### config.mk
export PLATFORM = sky130hd
export DESIGN_NAME = imh_ctrl
export DESIGN_NICKNAME = d
export VERILOG_FILES = /design/src/rtl/assert_macros.svh /design/src/rtl/imh_pkg.sv /design/src/rtl/imh_ctrl.sv
export SDC_FILE = /design/constraint.sdc
export NUM_CORES = 1
export LEC_CHECK = 0
export ABC_AREA = 1
export ABC_CLOCK_PERIOD_IN_PS = 1600
export BUFFER_PORTS_ARGS = -buffer_cell sky130_fd_sc_hd__clkbuf_2
export CORE_ASPECT_RATIO = 1.25
export CORE_MARGIN = 3
export CORE_UTILIZATION = 34
export CTS_CLUSTER_DIAMETER = 60
export DETAILED_ROUTE_END_ITERATION = 12
export RECOVER_POWER = 50
export SYNTH_ARGS = -nofsm -noshare
export SYNTH_HDL_FRONTEND = slang
export SYNTH_SLANG_ARGS = --single-unit
export TNS_END_PERCENT = 1
### constraint.sdc
create_clock -name clk -period 1.6 [get_ports clk]
set_input_delay 0.16 -clock clk [delete_from_list [all_inputs] [get_ports clk]]
set_output_delay 0.16 -clock clk [all_outputs]
set_load 0.01 [all_outputs]
### src/rtl/assert_macros.svh
// ----------------------------------------------------------------------------
// assert_macros.svh
// Assertion macros used by the heap datapath.
// ----------------------------------------------------------------------------
`ifndef ASSERT_MACROS_SVH
`define ASSERT_MACROS_SVH

// A property that must hold at every rising clock edge outside reset.
`define IMH_ASSERT(lbl, clk, rst_n, prop) \
    lbl: assert property (@(posedge clk) disable iff (!rst_n) prop) \
        else $error("heap assertion failed");

// A condition that must never be true outside reset.
`define IMH_NEVER(lbl, clk, rst_n, cond) \
    lbl: assert property (@(posedge clk) disable iff (!rst_n) !(cond)) \
        else $error("heap forbidden condition seen");

`endif

### src/rtl/imh_pkg.sv
// ----------------------------------------------------------------------------
// imh_pkg
// Types and constants of the indexed min-heap.
// ----------------------------------------------------------------------------
package imh_pkg;

    localparam int CAPACITY = 1024;
    localparam int SLOT_W   = $clog2(CAPACITY);
    localparam int CNT_W    = SLOT_W + 1;
    localparam int VTX_W    = 10;
    localparam int COST_W   = 32;

    typedef enum logic [1:0] {
        OP_INSERT  = 2'd0,
        OP_EXTRACT = 2'd1,
        OP_UPDATE  = 2'd2,
        OP_CLEAR   = 2'd3
    } op_t;

    typedef enum logic [1:0] {
        ST_OK     = 2'd0,
        ST_FULL   = 2'd1,
        ST_EMPTY  = 2'd2,
        ST_ABSENT = 2'd3
    } status_t;

    // Commands from the controller to the datapath.
    typedef struct packed {
        logic    take;
        logic    ins_start;
        logic    ex_start;
        logic    ud_start;
        logic    clr_start;
        logic    clr_step;
        logic    up_read;
        logic    up_move;
        logic    ex_root;
        logic    ex_last;
        logic    dn_left;
        logic    dn_right_eval;
        logic    dn_cmp;
        logic    dn_move;
        logic    ud_found;
        logic    ud_vertex;
        logic    fin;
        logic    res_load;
        status_t res_status;
    } cmd_t;

    // Status from the datapath to the controller.
    typedef struct packed {
        logic out_free;
        logic full;
        logic empty;
        logic one_left;
        logic i_zero;
        logic up_less;
        logic left_ok;
        logic right_ok;
        logic has_best;
        logic ud_ok;
        logic clr_done;
    } stat_t;

endpackage

### src/rtl/imh_ctrl.sv
// ----------------------------------------------------------------------------
// imh_ctrl
// Sequencer for insert, extract, update and clear, one item at a time.
// ----------------------------------------------------------------------------
module imh_ctrl
(
    input  logic            clk,
    input  logic            rst_n,
    input  logic            in_valid,
    output logic            in_stall,
    input  imh_pkg::op_t    in_op,
    input  imh_pkg::stat_t  sts,
    output imh_pkg::cmd_t   cmd
);
    import imh_pkg::*;

    typedef enum logic [12:0] {
        S_CLR     = 13'b0000000000001,
        S_IDLE    = 13'b0000000000010,
        S_UP_RD   = 13'b0000000000100,
        S_UP_CMP  = 13'b0000000001000,
        S_EX_ROOT = 13'b0000000010000,
        S_EX_LAST = 13'b0000000100000,
        S_DN_RDL  = 13'b0000001000000,
        S_DN_RDR  = 13'b0000010000000,
        S_DN_CMP  = 13'b0000100000000,
        S_DN_MOV  = 13'b0001000000000,
        S_UD_CHK  = 13'b0010000000000,
        S_UD_VX   = 13'b0100000000000,
        S_FIN     = 13'b1000000000000
    } state_t;

    state_t state_reg, state_next;
    logic   resp_reg, resp_next;

    always_comb
    begin
        cmd        = '0;
        state_next = state_reg;
        resp_next  = resp_reg;
        in_stall   = 1'b1;
        unique case (state_reg)
            S_CLR:
            begin
                cmd.clr_step = 1'b1;
                if (sts.clr_done)
                begin
                    // The pass after reset gives no result; a clear item does.
                    if (resp_reg)
                    begin
                        cmd.res_load   = 1'b1;
                        cmd.res_status = ST_OK;
                    end
                    resp_next  = 1'b0;
                    state_next = S_IDLE;
                end
            end
            S_IDLE:
            begin
                in_stall = !sts.out_free;
                if (in_valid && sts.out_free)
                begin
                    cmd.take = 1'b1;
                    unique case (in_op)
                        OP_INSERT:
                        begin
                            if (sts.full)
                            begin
                                cmd.res_load   = 1'b1;
                                cmd.res_status = ST_FULL;
                            end
                            else
                            begin
                                cmd.ins_start = 1'b1;
                                state_next    = S_UP_RD;
                            end
                        end
                        OP_EXTRACT:
                        begin
                            if (sts.empty)
                            begin
                                cmd.res_load   = 1'b1;
                                cmd.res_status = ST_EMPTY;
                            end
                            else
                            begin
                                cmd.ex_start = 1'b1;
                                state_next   = S_EX_ROOT;
                            end
                        end
                        OP_UPDATE:
                        begin
                            cmd.ud_start = 1'b1;
                            state_next   = S_UD_CHK;
                        end
                        OP_CLEAR:
                        begin
                            cmd.clr_start = 1'b1;
                            resp_next     = 1'b1;
                            state_next    = S_CLR;
                        end
                        default:
                        begin
                            state_next = S_IDLE;
                        end
                    endcase
                end
            end
            S_UP_RD:
            begin
                if (sts.i_zero)
                begin
                    state_next = S_FIN;
                end
                else
                begin
                    cmd.up_read = 1'b1;
                    state_next  = S_UP_CMP;
                end
            end
            S_UP_CMP:
            begin
                if (sts.up_less)
                begin
                    cmd.up_move = 1'b1;
                    state_next  = S_UP_RD;
                end
                else
                begin
                    state_next = S_FIN;
                end
            end
            S_EX_ROOT:
            begin
                cmd.ex_root = 1'b1;
                if (sts.one_left)
                begin
                    cmd.res_load   = 1'b1;
                    cmd.res_status = ST_OK;
                    state_next     = S_IDLE;
                end
                else
                begin
                    state_next = S_EX_LAST;
                end
            end
            S_EX_LAST:
            begin
                cmd.ex_last = 1'b1;
                state_next  = S_DN_RDL;
            end
            S_DN_RDL:
            begin
                if (sts.left_ok)
                begin
                    cmd.dn_left = 1'b1;
                    state_next  = S_DN_RDR;
                end
                else
                begin
                    state_next = S_FIN;
                end
            end
            S_DN_RDR:
            begin
                cmd.dn_right_eval = 1'b1;
                state_next        = sts.right_ok ? S_DN_CMP : S_DN_MOV;
            end
            S_DN_CMP:
            begin
                cmd.dn_cmp = 1'b1;
                state_next = S_DN_MOV;
            end
            S_DN_MOV:
            begin
                if (sts.has_best)
                begin
                    cmd.dn_move = 1'b1;
                    state_next  = S_DN_RDL;
                end
                else
                begin
                    state_next = S_FIN;
                end
            end
            S_UD_CHK:
            begin
                if (sts.ud_ok)
                begin
                    cmd.ud_found = 1'b1;
                    state_next   = S_UD_VX;
                end
                else
                begin
                    cmd.res_load   = 1'b1;
                    cmd.res_status = ST_ABSENT;
                    state_next     = S_IDLE;
                end
            end
            S_UD_VX:
            begin
                cmd.ud_vertex = 1'b1;
                state_next    = S_UP_RD;
            end
            S_FIN:
            begin
                cmd.fin        = 1'b1;
                cmd.res_load   = 1'b1;
                cmd.res_status = ST_OK;
                state_next     = S_IDLE;
            end
            default:
            begin
                state_next = S_IDLE;
            end
        endcase
    end

    always_ff @(posedge clk or negedge rst_n)
    begin
        if (!rst_n)
        begin
            state_reg <= S_CLR;
            resp_reg  <= 1'b0;
        end
        else
        begin
            state_reg <= state_next;
            resp_reg  <= resp_next;
        end
    end

endmodule

==> qor.csv <==
stage,metric,value,unit
outcome,status,"complete, but fails checks",
outcome,violations,setup timing,
detailed_routing,first_iter_violations,39,
place,io_buffer_count,36,
logic_synthesis,ys_ff_latch,14,
power,p_leak,0.000991,uW
worst_setup_path,crit_chain,"nor2_4, nand2_2, nor2_4, buf_6, nand4_1, buf_4, nor2_1, buf_2",
clocking,clockBufferDepth,2,
clocking,cts_tree,yes,
clocking,cts.sinks,14,
timing,rsz0062_at_grt,true,
detailed_routing,drc,0,
timing,max_slew.worst_pin.slew,797,ps
timing,period_needed,1840,ps
power,switching_power,933,uW
timing,relSlewSlack,46.9,%
timing,fin_skew,1.15,ps
worst_setup_path,start_kind,flip-flop,
layout,final_cell_mix,"nor2_1 (31), inv_1 (27), nand2_1 (25), clkbuf_2 (25), buf_4 (20)",
global_routing,grt_pass1_wl,4.79,mm
power,swShare,46.1,%
detailed_routing,via_per_inst,4.69,
worst_setup_path,r2r-end,state_reg[1],
die,io_pins,37,
clocking,htreeDepth,1,
logic_synthesis,yosys_warnings,0,
logic_synthesis,netlist_instances,164,
logic_synthesis,yosys.area.top_type,dfrtp_1,
worst_setup_path,critPathRequiredTime,1440,ps
worst_setup_path,reg2reg_depth,10,
timing,setup-violations-final,19,
detailed_routing,drt-wirelength-per-cell,11.6,um
worst_setup_path,max_stage_delay,420,ps
global_routing,grt_use_total,16.0,%
worst_setup_path,cp-end-kind,primary output,
detailed_routing,vias,1253,
place,gp_congestion,0.834,
job,cap_viol_max_count,0,
worst_setup_path,path_common_cell,nor2_4,
hold_path,hp-class,in -> reg,
logic_synthesis,syn-num-nets,180,
detailed_routing,met2WireLength,1.68,mm
power,vdd_ir_drop_max,0.844,mV
timing,setup_ws,-240,ps
clocking,root_buffer,clkbuf_4,
layout,n_fill_cell,305,
detailed_routing,wl_met1,1.22,mm
detailed_routing,drtAntennaViolNets,0,
worst_setup_path,crit_cells,8,
die,fp.dieArea,3840,um^2
detailed_routing,first_pass_iters,4,
power,p_per_area,1210,nW/um^2
timing,fmaxAchievable,543,MHz
place,hpwlAfterDp,2.23,mm
layout,nets,248,
layout,largest_reg_flops,13,
timing,finalHoldWorstSlack,49.9,ps
power,p_comb_share,63.4,%
worst_setup_path,cp-startpoint,state_reg[10],
logic_synthesis,postSynthAreaPerCell,6.48,um^2
global_routing,grt_pass1_vias,1141,
detailed_routing,wl,3.10,mm
worst_setup_path,crit_family,simple AND/OR/NAND/NOR gates,
die,die_h,68.5,um
global_routing,grt_max_degree,15,
layout,diodes,0,
timing,fin_crit_sh,115,%
die,initial_utilization,35.7,%
die,rows,22,
timing,slew_violations,0,
timing,final_hold_viol_count,0,
global_routing,grt_antenna_before_repair,0,
layout,final_common_cell,nor2_1,
logic_synthesis,synth_area,1060,um^2
power,finalPower,2020,uW
global_routing,grt.overflow.total,0,
detailed_routing,wl_met3,139,um
worst_setup_path,critPathBufInv,3,
logic_synthesis,ys_seq_area_share,33.1,%
die,die_w,56.0,um
place,place_area,1390,um^2
clocking,clock_latency,290,ps
layout,drive_above_1_share,47.2,%
detailed_routing,top_layer_used,met4,
logic_synthesis,ys_top_cells_by_area,"dfrtp_1 (31%), nor2_1 (12%), nand2_1 (11%)",
worst_setup_path,crit_fanout,3,
worst_setup_path,worstSetupEndpoint,cmd[9],
clocking,numCtsBuffers,3,
layout,areaGrowthSynthToFinish,57.2,%
logic_synthesis,synth_top_area_share,30.6,%
layout,final_cell_area,1670,um^2
power,p_clk_share,13.3,%
power,pwr-share-seq,23.3,%
worst_setup_path,cp.arrival,1680,ps
worst_setup_path,reg2reg_from,state_reg[10],
clocking,clk_pin_slew_worst_paths,90,ps
timing,fin_tns_setup,-3020,ps
power,internal_power,1090,uW
worst_setup_path,rrSetupSlack,30,ps
worst_setup_path,path_class,reg -> out,
logic_synthesis,post_synth_num_cell_types,23,
die,core-area,2970,um^2
worst_setup_path,critPathSlowestCell,dfrtp_1,
area by class of cell:
| cell class | count | area, um^2 | area share, % |
|---|---|---|---|
| multi-input cells | 117 | 691 | 41.3 |
| repair buffers | 63 | 419 | 25.1 |
| flip-flops and latches | 14 | 353 | 21.1 |
| inverters | 33 | 126 | 7.57 |
| well taps | 36 | 45.0 | 2.70 |
| clock buffers | 4 | 36.3 | 2.17 |
how the worst min path moves through the flow:
stage	from	to	cells past startpoint
floorplan	rst_n	resp_reg	0
global placement	rst_n	state_reg[8]	1
detailed placement	rst_n	state_reg[8]	1
CTS	sts[7]	state_reg[5]	2
global route	sts[7]	state_reg[5]	2
finish	sts[6]	state_reg[3]	2
kinds of logic after synthesis:
| family | share of synthesized area (%) |
|---|---|
| AO/OA/AOI/OAI | 4.71 |
| AND/OR/NAND/NOR | 50.5 |
| buffers and inverters | 11.7 |
| flip-flops | 33.1 |
power groups by stage:
stage	Clock [uW]	Sequential [uW]	Combinational, uW
after floorplan	0	456	697
after global placement	0	466	983
after detailed placement	0	466	985
after CTS	270	466	1170
after global routing	283	476	1410
final	269	472	1280
per-layer routing:
metal / global-route usage [%] / vias up
met4: 7.12 / 0
met3: 1.12 / 6
met1: 18.1 / 568
met2: 31.1 / 37
met5: 0 / -
li1: - / 642
cells in the mapped netlist:
cell type / number
nor2_1: 35
nand2_1: 31
inv_1: 29
nand3_1: 19
dfrtp_1: 13
inv_2: 4
nand4_1: 4
nor2_2: 4
nor2_4: 4
nand2_2: 3
nor3_1: 3
nand2_4: 2
o21ai_0: 2
o21ai_1: 2
a21oi_2: 1
a31oi_1: 1
dfstp_2: 1
nand3_2: 1
nor3_2: 1
nor3_4: 1
o21ai_2: 1
o22ai_1: 1
or2_2: 1
timing repair:
action,4_1_cts,5_1_grt
setup endpoints to repair,21,24
pin swaps,11,7
cloned,0,0
resized for setup,15,32
hold buffers,1,0
buffers inserted,7,6
hold endpoints to repair,13,0
through the flow:
step	instances	utilization (%)	setup WS (ps)
global route	267	56.2	-379
CTS	261	51.8	-226
finish	267	56.2	-240
floorplan	164	-	31.2
global placement	249	46.6	-1.66
detailed placement	249	46.6	-12.1
Power figures use the tool's default switching activity.
